==> src/sv/jdhr_pkg.sv <==
`timescale 1ns / 1ps
// ----------------------------------------------------------------------------
// jdhr_pkg
// Shared types and constants for the joystick direction decoder.
// ----------------------------------------------------------------------------
package jdhr_pkg;

    typedef enum logic [2:0] {
        DIR_CENTER = 3'd0,
        DIR_LEFT   = 3'd1,
        DIR_RIGHT  = 3'd2,
        DIR_DOWN   = 3'd3,
        DIR_UP     = 3'd4
    } dir_t;

    // classified item handed from front to back
    typedef struct packed {
        dir_t        act_dir;
        dir_t        rel_dir;
        logic [15:0] elapsed;
    } cls_t;

    localparam logic [2:0] REG_REST_X     = 3'd0;
    localparam logic [2:0] REG_REST_Y     = 3'd1;
    localparam logic [2:0] REG_ACT_LIMIT  = 3'd2;
    localparam logic [2:0] REG_REL_LIMIT  = 3'd3;
    localparam logic [2:0] REG_DELAY      = 3'd4;
    localparam logic [2:0] REG_INTERVAL   = 3'd5;

    localparam logic [11:0] CENTER_RST    = 12'd2048;
    localparam logic [11:0] DEF_ACT       = 12'd900;
    localparam logic [11:0] DEF_REL       = 12'd500;
    localparam logic [15:0] DEF_DELAY     = 16'd350;
    localparam logic [15:0] DEF_INTERVAL  = 16'd140;
    localparam logic [11:0] MIN_ACT       = 12'd240;

    // span / 5 as (span * 0xCCCD) >> 18, exact for spans up to 16 bits
    localparam logic [15:0] DIV5_MUL      = 16'hCCCD;
    localparam int          DIV5_SHIFT    = 18;

    localparam int          QUEUE_DEPTH   = 2;

endpackage

==> src/sv/joystick_direction_hysteresis_repeat.sv <==
`timescale 1ns / 1ps
// ----------------------------------------------------------------------------
// joystick_direction_hysteresis_repeat
// Four-direction joystick decoder with release hysteresis and auto-repeat.
//
//   channel   handshake                    payload
//   sample    sample_valid / sample_ready  sample_x, sample_y, elapsed
//   event     event_valid / event_ready    event_direction
//   config    APB psel/penable/pwrite      paddr, pwdata, prdata
//
// One item per cycle sustained while events are not stalled; event_valid rises
// once the sample has passed the classifier register, a queue entry, then the
// hold/repeat update into the event register.
// The hold/repeat update is a combinational read-modify-write of the timers, registered on each pop.
// A two-entry queue lets the classifier keep taking samples while events stall, until it fills.
// Reset restores all configuration registers to their defaults and the hold state to center.
// ----------------------------------------------------------------------------
module joystick_direction_hysteresis_repeat #(
    parameter int ADC_BITS  = 12,
    parameter int TIME_BITS = 32
) (
    input  logic                clk,
    input  logic                rst_n,
    input  logic                psel,
    input  logic                penable,
    input  logic                pwrite,
    input  logic [4:0]          paddr,
    input  logic [31:0]         pwdata,
    output logic [31:0]         prdata,
    output logic                pready,
    input  logic                sample_valid,
    output logic                sample_ready,
    input  logic [ADC_BITS-1:0] sample_x,
    input  logic [ADC_BITS-1:0] sample_y,
    input  logic [15:0]         elapsed,
    output logic                event_valid,
    input  logic                event_ready,
    output logic [2:0]          event_direction
);

    logic [11:0] rest_x_reg;
    logic [11:0] rest_y_reg;
    logic [11:0] act_lim_reg;
    logic [11:0] rel_lim_reg;
    logic [15:0] delay_reg;
    logic [15:0] intv_reg;
    logic [2:0]  reg_idx;
    logic        wr_en;

    logic           push;
    logic           q_ready;
    logic           q_valid;
    logic           pop;
    jdhr_pkg::cls_t push_item;
    jdhr_pkg::cls_t head_item;

    assign pready  = 1'b1;
    assign reg_idx = paddr[4:2];
    assign wr_en   = psel && penable && pwrite && pready;

    always_ff @(posedge clk or negedge rst_n)
    begin
        if (!rst_n)
        begin
            rest_x_reg  <= jdhr_pkg::CENTER_RST;
            rest_y_reg  <= jdhr_pkg::CENTER_RST;
            act_lim_reg <= jdhr_pkg::DEF_ACT;
            rel_lim_reg <= jdhr_pkg::DEF_REL;
            delay_reg   <= jdhr_pkg::DEF_DELAY;
            intv_reg    <= jdhr_pkg::DEF_INTERVAL;
        end
        else if (wr_en)
        begin
            unique case (reg_idx)
                jdhr_pkg::REG_REST_X:    rest_x_reg  <= pwdata[11:0];
                jdhr_pkg::REG_REST_Y:    rest_y_reg  <= pwdata[11:0];
                jdhr_pkg::REG_ACT_LIMIT: act_lim_reg <= pwdata[11:0];
                jdhr_pkg::REG_REL_LIMIT: rel_lim_reg <= pwdata[11:0];
                jdhr_pkg::REG_DELAY:     delay_reg   <= pwdata[15:0];
                jdhr_pkg::REG_INTERVAL:  intv_reg    <= pwdata[15:0];
                default: ;
            endcase
        end
    end

    always_comb
    begin
        unique case (reg_idx)
            jdhr_pkg::REG_REST_X:    prdata = 32'(rest_x_reg);
            jdhr_pkg::REG_REST_Y:    prdata = 32'(rest_y_reg);
            jdhr_pkg::REG_ACT_LIMIT: prdata = 32'(act_lim_reg);
            jdhr_pkg::REG_REL_LIMIT: prdata = 32'(rel_lim_reg);
            jdhr_pkg::REG_DELAY:     prdata = 32'(delay_reg);
            jdhr_pkg::REG_INTERVAL:  prdata = 32'(intv_reg);
            default:                 prdata = 32'd0;
        endcase
    end

    jdhr_front #(
        .ADC_BITS (ADC_BITS)
    ) u_front (
        .clk          (clk),
        .rst_n        (rst_n),
        .rest_x       (rest_x_reg),
        .rest_y       (rest_y_reg),
        .act_cap      (act_lim_reg),
        .rel_cap      (rel_lim_reg),
        .sample_valid (sample_valid),
        .sample_ready (sample_ready),
        .sample_x     (sample_x),
        .sample_y     (sample_y),
        .elapsed      (elapsed),
        .push         (push),
        .q_ready      (q_ready),
        .push_item    (push_item)
    );

    jdhr_queue u_queue (
        .clk       (clk),
        .rst_n     (rst_n),
        .push      (push),
        .q_ready   (q_ready),
        .push_item (push_item),
        .pop       (pop),
        .q_valid   (q_valid),
        .head_item (head_item)
    );

    jdhr_back #(
        .TIME_BITS (TIME_BITS)
    ) u_back (
        .clk             (clk),
        .rst_n           (rst_n),
        .repeat_delay    (delay_reg),
        .repeat_interval (intv_reg),
        .q_valid         (q_valid),
        .pop             (pop),
        .head_item       (head_item),
        .event_valid     (event_valid),
        .event_ready     (event_ready),
        .event_direction (event_direction)
    );

endmodule

==> src/sv/jdhr_front.sv <==
`timescale 1ns / 1ps
// ----------------------------------------------------------------------------
// jdhr_front
// Classifier: thresholds and deviations, registered, then ratio compare.
// ----------------------------------------------------------------------------
module jdhr_front #(
    parameter int ADC_BITS = 12
) (
    input  logic                 clk,
    input  logic                 rst_n,
    input  logic [11:0]          rest_x,
    input  logic [11:0]          rest_y,
    input  logic [11:0]          act_cap,
    input  logic [11:0]          rel_cap,
    input  logic                 sample_valid,
    output logic                 sample_ready,
    input  logic [ADC_BITS-1:0]  sample_x,
    input  logic [ADC_BITS-1:0]  sample_y,
    input  logic [15:0]          elapsed,
    output logic                 push,
    input  logic                 q_ready,
    output jdhr_pkg::cls_t       push_item
);

    localparam int QW = (ADC_BITS > 12) ? ADC_BITS : 12;
    localparam int PW = ADC_BITS + 16;
    localparam int MW = ADC_BITS + 12;
    localparam logic [ADC_BITS-1:0] AMAX = {ADC_BITS{1'b1}};

    function automatic logic [23:0] side_thr(input logic [ADC_BITS-1:0] span,
                                             input logic [11:0] la,
                                             input logic [11:0] lr);
        logic [PW-1:0] prod;
        logic [QW-1:0] q;
        logic [11:0]   r;
        prod = PW'(span) * PW'(jdhr_pkg::DIV5_MUL);
        q = QW'(prod >> jdhr_pkg::DIV5_SHIFT);
        if (q < QW'(jdhr_pkg::MIN_ACT))
        begin
            q = QW'(jdhr_pkg::MIN_ACT);
        end
        if (q > QW'(la))
        begin
            q = QW'(la);
        end
        r = q[11:0] >> 1;
        if (r > lr)
        begin
            r = lr;
        end
        return {q[11:0], r};
    endfunction

    function automatic jdhr_pkg::dir_t classify(input logic [ADC_BITS-1:0] ax,
                                                input logic [ADC_BITS-1:0] ay,
                                                input logic xneg,
                                                input logic yneg,
                                                input logic [11:0] tx,
                                                input logic [11:0] ty);
        logic          xa;
        logic          ya;
        logic [MW-1:0] px;
        logic [MW-1:0] py;
        jdhr_pkg::dir_t d;
        xa = QW'(ax) >= QW'(tx);
        ya = QW'(ay) >= QW'(ty);
        px = MW'(ax) * MW'(ty);
        py = MW'(ay) * MW'(tx);
        if (!xa && !ya)
        begin
            d = jdhr_pkg::DIR_CENTER;
        end
        else if (xa && (!ya || px >= py))
        begin
            d = xneg ? jdhr_pkg::DIR_LEFT : jdhr_pkg::DIR_RIGHT;
        end
        else
        begin
            d = yneg ? jdhr_pkg::DIR_DOWN : jdhr_pkg::DIR_UP;
        end
        return d;
    endfunction

    logic [ADC_BITS-1:0] cx;
    logic [ADC_BITS-1:0] cy;
    logic [11:0]         lim_a;
    logic [11:0]         lim_r;
    logic                xneg;
    logic                yneg;
    logic [23:0]         thr_x;
    logic [23:0]         thr_y;
    logic                s1_load;

    logic                s1_valid_reg;
    logic [ADC_BITS-1:0] ax_reg;
    logic [ADC_BITS-1:0] ay_reg;
    logic                xneg_reg;
    logic                yneg_reg;
    logic [23:0]         thr_x_reg;
    logic [23:0]         thr_y_reg;
    logic [15:0]         el_reg;

    assign cx    = ADC_BITS'(rest_x);
    assign cy    = ADC_BITS'(rest_y);
    assign lim_a = (act_cap == 12'd0) ? jdhr_pkg::DEF_ACT : act_cap;
    assign lim_r = (rel_cap == 12'd0) ? jdhr_pkg::DEF_REL : rel_cap;
    assign xneg  = sample_x < cx;
    assign yneg  = sample_y < cy;
    assign thr_x = side_thr(xneg ? cx : AMAX - cx, lim_a, lim_r);
    assign thr_y = side_thr(yneg ? cy : AMAX - cy, lim_a, lim_r);

    assign sample_ready = !s1_valid_reg || q_ready;
    assign s1_load      = sample_valid && sample_ready;
    assign push         = s1_valid_reg && q_ready;

    always_ff @(posedge clk or negedge rst_n)
    begin
        if (!rst_n)
        begin
            s1_valid_reg <= 1'b0;
        end
        else if (sample_ready)
        begin
            s1_valid_reg <= sample_valid;
        end
    end

    always_ff @(posedge clk)
    begin
        if (s1_load)
        begin
            ax_reg    <= xneg ? cx - sample_x : sample_x - cx;
            ay_reg    <= yneg ? cy - sample_y : sample_y - cy;
            xneg_reg  <= xneg;
            yneg_reg  <= yneg;
            thr_x_reg <= thr_x;
            thr_y_reg <= thr_y;
            el_reg    <= elapsed;
        end
    end

    always_comb
    begin
        push_item.act_dir = classify(ax_reg, ay_reg, xneg_reg, yneg_reg,
                                     thr_x_reg[23:12], thr_y_reg[23:12]);
        push_item.rel_dir = classify(ax_reg, ay_reg, xneg_reg, yneg_reg,
                                     thr_x_reg[11:0], thr_y_reg[11:0]);
        push_item.elapsed = el_reg;
    end

    a_stage_holds: assert property (@(posedge clk) disable iff (!rst_n)
        s1_valid_reg && !q_ready |=> s1_valid_reg && $stable(el_reg))
        else $error("front stage dropped an item while the queue was full");

endmodule

==> src/sv/jdhr_queue.sv <==
`timescale 1ns / 1ps
// ----------------------------------------------------------------------------
// jdhr_queue
// Short FIFO of classified items between front and back.
// ----------------------------------------------------------------------------
module jdhr_queue (
    input  logic            clk,
    input  logic            rst_n,
    input  logic            push,
    output logic            q_ready,
    input  jdhr_pkg::cls_t  push_item,
    input  logic            pop,
    output logic            q_valid,
    output jdhr_pkg::cls_t  head_item
);

    localparam int AW = (jdhr_pkg::QUEUE_DEPTH > 1) ? $clog2(jdhr_pkg::QUEUE_DEPTH) : 1;
    localparam int CW = $clog2(jdhr_pkg::QUEUE_DEPTH + 1);

    jdhr_pkg::cls_t mem [jdhr_pkg::QUEUE_DEPTH];
    logic [AW-1:0]  wr_ptr_reg;
    logic [AW-1:0]  rd_ptr_reg;
    logic [CW-1:0]  count_reg;

    function automatic logic [AW-1:0] bump(input logic [AW-1:0] p);
        return (p == AW'(jdhr_pkg::QUEUE_DEPTH - 1)) ? '0 : p + AW'(1);
    endfunction

    assign q_ready   = count_reg < CW'(jdhr_pkg::QUEUE_DEPTH);
    assign q_valid   = count_reg != '0;
    assign head_item = mem[rd_ptr_reg];

    always_ff @(posedge clk or negedge rst_n)
    begin
        if (!rst_n)
        begin
            wr_ptr_reg <= '0;
            rd_ptr_reg <= '0;
            count_reg  <= '0;
        end
        else
        begin
            if (push)
            begin
                wr_ptr_reg <= bump(wr_ptr_reg);
            end
            if (pop)
            begin
                rd_ptr_reg <= bump(rd_ptr_reg);
            end
            if (push && !pop)
            begin
                count_reg <= count_reg + CW'(1);
            end
            else if (pop && !push)
            begin
                count_reg <= count_reg - CW'(1);
            end
        end
    end

    always_ff @(posedge clk)
    begin
        if (push)
        begin
            mem[wr_ptr_reg] <= push_item;
        end
    end

    a_no_overflow: assert property (@(posedge clk) disable iff (!rst_n)
        count_reg == CW'(jdhr_pkg::QUEUE_DEPTH) && !pop |=> count_reg == $past(count_reg))
        else $error("queue count moved past its depth");

endmodule

==> src/sv/jdhr_back.sv <==
`timescale 1ns / 1ps
// ----------------------------------------------------------------------------
// jdhr_back
// Hold, release, switch and auto-repeat tracking with the output register.
// ----------------------------------------------------------------------------
module jdhr_back #(
    parameter int TIME_BITS = 32
) (
    input  logic            clk,
    input  logic            rst_n,
    input  logic [15:0]     repeat_delay,
    input  logic [15:0]     repeat_interval,
    input  logic            q_valid,
    output logic            pop,
    input  jdhr_pkg::cls_t  head_item,
    output logic            event_valid,
    input  logic            event_ready,
    output logic [2:0]      event_direction
);

    function automatic logic [TIME_BITS-1:0] sat_add(input logic [TIME_BITS-1:0] a,
                                                     input logic [TIME_BITS-1:0] b);
        logic [TIME_BITS:0] s;
        s = {1'b0, a} + {1'b0, b};
        return s[TIME_BITS] ? {TIME_BITS{1'b1}} : s[TIME_BITS-1:0];
    endfunction

    jdhr_pkg::dir_t       held_reg;
    jdhr_pkg::dir_t       held_next;
    logic [TIME_BITS-1:0] ht_reg;
    logic [TIME_BITS-1:0] ht_next;
    logic [TIME_BITS-1:0] nr_reg;
    logic [TIME_BITS-1:0] nr_next;
    logic                 ev_valid_reg;
    jdhr_pkg::dir_t       ev_reg;
    jdhr_pkg::dir_t       ev_next;
    logic [TIME_BITS-1:0] delay_v;
    logic [TIME_BITS-1:0] intv_v;
    logic [TIME_BITS-1:0] ht_sum;

    assign delay_v = TIME_BITS'((repeat_delay == 16'd0) ? jdhr_pkg::DEF_DELAY : repeat_delay);
    assign intv_v  = TIME_BITS'((repeat_interval == 16'd0) ? jdhr_pkg::DEF_INTERVAL
                                                           : repeat_interval);
    assign ht_sum  = sat_add(ht_reg, TIME_BITS'(head_item.elapsed));

    assign pop             = q_valid && (!ev_valid_reg || event_ready);
    assign event_valid     = ev_valid_reg;
    assign event_direction = ev_reg;

    always_comb
    begin
        held_next = held_reg;
        ht_next   = ht_reg;
        nr_next   = nr_reg;
        ev_next   = jdhr_pkg::DIR_CENTER;
        if (head_item.elapsed == 16'd0)
        begin
            ev_next = jdhr_pkg::DIR_CENTER;
        end
        else if (held_reg == jdhr_pkg::DIR_CENTER)
        begin
            if (head_item.act_dir != jdhr_pkg::DIR_CENTER)
            begin
                held_next = head_item.act_dir;
                ht_next   = '0;
                nr_next   = delay_v;
                ev_next   = head_item.act_dir;
            end
        end
        else if (head_item.rel_dir == jdhr_pkg::DIR_CENTER)
        begin
            held_next = jdhr_pkg::DIR_CENTER;
            ht_next   = '0;
            nr_next   = '0;
        end
        else if (head_item.rel_dir != held_reg && head_item.act_dir != jdhr_pkg::DIR_CENTER
                 && head_item.act_dir != held_reg)
        begin
            held_next = head_item.act_dir;
            ht_next   = '0;
            nr_next   = delay_v;
            ev_next   = head_item.act_dir;
        end
        else
        begin
            ht_next = ht_sum;
            if (ht_sum >= nr_reg)
            begin
                nr_next = sat_add(nr_reg, intv_v);
                ev_next = held_reg;
            end
        end
    end

    always_ff @(posedge clk or negedge rst_n)
    begin
        if (!rst_n)
        begin
            held_reg     <= jdhr_pkg::DIR_CENTER;
            ht_reg       <= '0;
            nr_reg       <= '0;
            ev_valid_reg <= 1'b0;
        end
        else
        begin
            if (pop)
            begin
                held_reg <= held_next;
                ht_reg   <= ht_next;
                nr_reg   <= nr_next;
            end
            if (pop)
            begin
                ev_valid_reg <= 1'b1;
            end
            else if (event_ready)
            begin
                ev_valid_reg <= 1'b0;
            end
        end
    end

    always_ff @(posedge clk)
    begin
        if (pop)
        begin
            ev_reg <= ev_next;
        end
    end

    a_center_clear: assert property (@(posedge clk) disable iff (!rst_n)
        held_reg == jdhr_pkg::DIR_CENTER |-> ht_reg == '0 && nr_reg == '0)
        else $error("timers not cleared while centered");

    a_time_grows: assert property (@(posedge clk) disable iff (!rst_n)
        $stable(held_reg) |-> ht_reg >= $past(ht_reg))
        else $error("held time went backward while the direction was kept");

    a_only_on_pop: assert property (@(posedge clk) disable iff (!rst_n)
        !pop |=> $stable(held_reg) && $stable(nr_reg))
        else $error("hold state changed without an item");

endmodule

==> config.mk <==
export PLATFORM = sky130hd
export DESIGN_NAME = joystick_direction_hysteresis_repeat
export DESIGN_NICKNAME = d
export VERILOG_FILES = /design/src/sv/jdhr_pkg.sv /design/src/sv/joystick_direction_hysteresis_repeat.sv /design/src/sv/jdhr_front.sv /design/src/sv/jdhr_queue.sv /design/src/sv/jdhr_back.sv
export SDC_FILE = /design/constraint.sdc
export NUM_CORES = 2
export LEC_CHECK = 0
export ABC_AREA = 1
export BUFFER_PORTS_ARGS = -buffer_cell sky130_fd_sc_hd__buf_2
export CORE_ASPECT_RATIO = 1.2
export CORE_UTILIZATION = 30
export DETAILED_ROUTE_END_ITERATION = 10
export GPL_TIMING_DRIVEN = 0
export PLACE_DENSITY = 0.51
export REMOVE_ABC_BUFFERS = 1
export SLEW_MARGIN = 20
export SYNTH_ARGS = -nofsm -noshare
export SYNTH_HDL_FRONTEND = slang
export SYNTH_SLANG_ARGS = --single-unit
==> constraint.sdc <==
create_clock -name clk -period 14.7 [get_ports clk]
set_input_delay 2.94 -clock clk [delete_from_list [all_inputs] [get_ports clk]]
set_output_delay 2.94 -clock clk [all_outputs]
set_load 0.03 [all_outputs]
**Yosys cells after proc, flatten, opt, wreduce, memory -nomap -nowiden**

Memory sizes are Yosys's and may differ from the RTL's.
Index checks and enable logic that the tools add are counted.

- Memory bits (read-only): 0
- RAM bits: 44
- Flip-flop bits (word level): 246
- Bits of input ports: 84
- Memories: 1
- Bits in latches: 0
- Output and inout port bits: 38

Memories:

| name | depth | bits a word | rd ports | clocked after Yosys merged registers in | write ports | line | RTL |
|---|---|---|---|---|---|---|---|
| u_queue.mem | 2 | 22 | 1 | 0 | 1 | jdhr_queue.sv:20 | `jdhr_pkg::cls_t mem [jdhr_pkg::QUEUE_DEPTH];` |

- Shift operators: 0
- $add $sub $neg: 12
- Bitwise gates (word level): 1
- $lt $le $gt $ge: 16
- Divide/modulo/power cells: 0
- $mul: 6
- Eq/ne operators: 8
- Mux-type cells: 49
- Reduce and logical (&&, ||, !) cells: 48

Operators by type and width:

| kind | count |
|---|---|
| two-way mux 32 bit | 11 |
| multiplier 12 x 12 -> 24 bit | 4 |
| two-way mux 12 bit | 8 |
| one-hot mux 16 bit (6 select lines) | 1 |
| multiplier 12 x 16 -> 28 bit, second input constant | 2 |
| greater-or-equal comparator 12 bit | 4 |
| greater-or-equal comparator 24 bit | 2 |
| logical NOT 16 bit | 3 |
| subtractor 12 bit | 4 |
| two-way mux 3 bit | 14 |
| adder 32 x 16 -> 33 bit | 1 |
| adder 32 x 32 -> 33 bit | 1 |
| greater-or-equal comparator 32 bit | 1 |
| two-way mux 16 bit | 2 |
| > comparator 11 x 12 -> 1 bit | 2 |
| logical NOT 12 bit | 2 |
| less-than comparator 12 bit | 2 |
| subtractor 12 bit, first input constant | 2 |
| two-way mux 11 bit | 2 |
| less-than comparator 10 x 8 -> 1 bit, second input constant | 2 |
| two-way mux 10 bit | 2 |
| logical AND 1 bit | 13 |
| > comparator 10 x 12 -> 1 bit | 1 |
| > comparator 12 bit | 1 |
| other kinds (21) | 53 |

**Longest topological paths before layout**

- Depth in word-level cells: 9
- Gate-level depth with buffers: 58
- Mapped depth without buffers: 55

**Modules after synthesis**

From an unflattened synthesis, not the netlist that was laid out.

- Cells, all modules: 6373
- Area, all modules: 47848.4 sq um

By module, submodules not included:

| module | area each (sq um) | seq. area each (sq um) | cells each | times used |
|---|---|---|---|---|
| jdhr_front | 33996.4 | 2727.6 | 4451 | 1 |
| jdhr_back | 7868.8 | 1791.7 | 1319 | 1 |
| joystick_direction_hysteresis_repeat | 4189.0 | 2028.2 | 511 | 1 |
| jdhr_queue | 1794.2 | 1421.4 | 92 | 1 |

**Worst setup path before layout**

No wires, ideal clock.

- Path kind: input port to flip-flop
- Start: input sample_x[0]
- End: register u_front.thr_x_reg[7] (data pin)
- Required time: 14.433 ns
- Path buffers: 5
- Arrival: 11.126 ns
- Setup time: 0.267 ns
- Stages: 48
- Path slack: 3.307 ns
- Cell sequence: inv_1 -> ha_1 -> fa_1 -> o21ai_1 -> nand2_1 -> nand3_2 -> buf_4 -> buf_2 -> xor2_1 -> inv_1 -> nor2_1 -> fa_1 -> inv_1 -> fa_1 -> fa_1 -> fa_1 -> inv_1 -> ha_1 -> [12 not listed] -> nand2_1 -> inv_1 -> ha_1 -> nand2_1 -> or4_1 -> nand2_1 -> inv_1 -> clkbuf_1 -> nand2_1 -> and2_1 -> ha_1 -> a21oi_1 -> nor2_1 -> a211oi_1 -> o211ai_1 -> nand2_1 -> clkbuf_1 -> o21ai_0

- Cells in the longest elaborated chain, start to end: 9

Ends and longest elaborated chain:

| element | line | RTL |
|---|---|---|
| from (decl) | joystick_direction_hysteresis_repeat.sv:33 | `input logic [ADC_BITS-1:0] sample_x,` |
| less-than comparator 12 bit (*) | jdhr_front.sv:107 | `assign xneg = sample_x < cx;` |
| two-way mux 12 bit (*) | jdhr_front.sv:109 | `assign thr_x = side_thr(xneg ? cx : AMAX - cx, lim_a, lim_r);` |
| multiplier 12 x 16 -> 28 bit (*) | jdhr_front.sv:36 | `prod = PW'(span) * PW'(jdhr_pkg::DIV5_MUL);` |
| less-than comparator 10 x 8 -> 1 bit | jdhr_front.sv:38 | `if (q < QW'(jdhr_pkg::MIN_ACT))` |
| two-way mux 10 bit (*) | jdhr_front.sv:38 |  |
| > comparator 12 bit | jdhr_front.sv:42 | `if (q > QW'(la))` |
| two-way mux 12 bit (*) | jdhr_front.sv:42 |  |
| net u_front.thr_x[18] | jdhr_front.sv:90 | `logic [23:0] thr_x;` |
| > comparator 11 x 12 -> 1 bit (*) | jdhr_front.sv:47 | `if (r > lr)` |
| two-way mux 11 bit (*) | jdhr_front.sv:47 |  |
| net u_front.thr_x[7] | jdhr_front.sv:90 |  |
| to (signal assigned) | jdhr_front.sv:136 | `thr_x_reg <= thr_x;` |
| to (decl) | jdhr_front.sv:99 | `logic [23:0] thr_x_reg;` |

The timed path passes the listed nets; every way through them passes the cells marked *.
A chain may end at the register's enable or synchronous reset.

**Final worst setup path**

- Start: input sample_x[9]
- End: register u_front.thr_x_reg[2] (data pin)

The elaborated chain is that of the path after synthesis.

==> reports/metrics.yaml <==
status:
  status: "completed"
timing:
  relSlewSlack: 0.2324
  hold_viol_final: 0
  setup_viol_count_final: 0
  period_share: 0.9156
  rsz0062_at_grt: "false"
  period_needed_ns: 13.46
  slew_viol_final: 0
  max_freq_mhz: 74.30
  finClkSkew_ns: 0.01890
  whs_ns: 0.4455
  tns_ns: 0
  tightestPinTransition_ns: 1.139
worst_setup_path:
  required_ns: 15.00
  cp_common_cell: "nand2_1"
  start_kind: "input pin"
  path_delay_family: "simple AND/OR/NAND/NOR gates"
  crit_start: "sample_x[9]"
  critPathCaptureType: "flop"
  worstSetupPathType: "input pin to flop"
  slowest_delay_ns: 0.95
  worst-path-buf-inv: 8
  r2r-start: "rest_x_reg[2]"
  crit_fanout: 24
  worstPathArrival_ns: 13.76
  slowest_stage: "o21ai_0"
clock_tree:
  cts_hold_buf: 0
  clkSinkCount: 290
  cts_buffer_depth: 3
  cts.clk_slew.worst_paths_ns: 0.06
  clock_latency_ns: 0.57
  cts_resized: 0
  cts-root-buf: "clkbuf_16"
  cts_tree: "built"
  htree_levels: 2
  post-cts-setup-buffers: 0
  numCtsBuffers: 35
detailed_routing:
  finalWirelength_mm: 132.3
  detail_route.vias_per_cell: 4.755
  first_pass_iters: 6
  wl_per_cell_microns: 16.66
  first_iter_violations: 1826
  ant_nets: 0
  via_count: 37770
  route.detailed.drc: 0
cells_and_area:
  syn_to_final_growth_pct: 8.631
  final_cell_mix: "nand2_1 (1544), inv_1 (1283), ha_1 (619)"
  largest_reg_flops: 44
  final-instance-count-excl-fill: 7943
  nets: 7135
  mostFrequentLayoutCell: "nand2_1"
  drive_gt1_frac: 0.04055
  antennaDiodeCount: 0
global_route:
  grt_pass1_wl_mm: 210.1
  antenna_found_initial: 1
  grt_max_degree: 89
  track_usage: 0.1731
  grt_pass1_vias: 38570
  overflow: 0
synthesis:
  yosysSeqAreaShare: 0.1743
  ys_warn_count: 0
  ys_ff_latch: 290
  synth.area.top_cells: "fa_1 (21%), ha_1 (17%), nand2_1 (13%)"
  synth_flop_cell: "edfxtp_1"
  yosysTopAreaCellShare: 0.2145
  synth_edf_count: 137
  yosys.area.top_type: "fa_1"
  netlist_instances: 5953
  synth_async_sr_flop_share: 0.5276
  avgSynthCellArea_sq_um: 7.681
  netlist_area_sq_um: 45720
  synth.distinct_cells: 60
floorplanning:
  rows: 156
  die_area_sq_um: 154000
  initial_utilization: 0.3030
  die_x_microns: 358.4
  core-area_sq_um: 150900
  die_h_microns: 429.7
  ios: 122
placed_design:
  place_hpwl_mm: 109.3
  port_buffers: 86
  dp.cells: 7879
  gp_congestion: 0.9012
job:
  max_cap_viol_count: 0
worst_hold_path:
  hp-class: "flop to flop"
  hold_start: "u_front.el_reg[14]"
## worst register-to-register path, delay by kind of cell, from the launching register on
kind            cells  cell delay [ns]
simple gates       22             4.47
buf+inv             7             1.23
compound gates      3             1.25
xor+xnor            1             0.75
fa+ha+maj           8             3.16
flops               1             0.69
## Yosys cell counts (all sizes together) (45+ instances only)
cell type and number:
nand4 52, edfxtp 137, nand3 190, nor3 45
ha 619, xor2 120, dfrtp 132, o21ai 266
nand2 1548, xnor2 62, a21oi 283, fa 490
clkbuf 152, nor2 261, inv 1288
## metal layers
| layer | track usage | vias to the layer above | share of wire |
|---|---|---|---|
| met5 | 0 | - | 0 |
| met4 | 0.05518 | 0 | 0.033 |
| met3 | 0.01124 | 175 | 0.030 |
| met2 | 0.3137 | 704 | 0.51 |
| met1 | 0.2160 | 18410 | 0.43 |
| li1 | - | 18480 | - |
## per-stage QoR
step           utilization  worst slack [ns]  instance area (sq um)
6_report            0.3292             1.241                  49670
5_1_grt             0.3292            0.4972                  49670
4_1_cts             0.3291             1.415                  49650
3_5_place_dp        0.3215            0.8532                  48510
3_3_place_gp        0.3170            0.8887                  47840
2_1_floorplan            -             3.466                  44930
## cell families after synthesis
logic type	count (synthesis)	synth area share
AND/OR/NAND/NOR	2152	0.1903
buffers and inverters	1486	0.1254
adder cells (fa/ha/maj)	1109	0.3839
AO/OA/AOI/OAI	724	0.08934
flip-flops	290	0.1743
XOR/XNOR	182	0.03486
multiplexers	8	0.001751
other	2	0.0001642
## final timing paths
| path | to | slack, ns | cells after the start |
|---|---|---|---|
| setup / recovery | u_front.thr_x_reg[2] | 1.24 | 42 |
| hold / removal | u_queue.mem[1][14] | 0.45 | 0 |
| setup reg to reg | u_front.thr_x_reg[2] | 2.93 | 41 |
| hold reg to reg | u_queue.mem[1][14] | 0.45 | 0 |
| max in group asynchronous | rest_x_reg[11] | 11.42 | 2 |
| min in group asynchronous | u_queue.count_reg[0] | 2.32 | 1 |
## area by class of cell
class	instances	area [sq um]
fill	16130	101200
multi-input combinational	4202	32170
sequential	290	7969
inverter	1290	4850
tap	1975	2471
timing repair buffer	123	1074
clock buffer	43	947.2
clock inverter	20	192.7
Power is not shown: default switching activity piles up to over one toggle a cycle in this logic, so the estimate is an artifact.
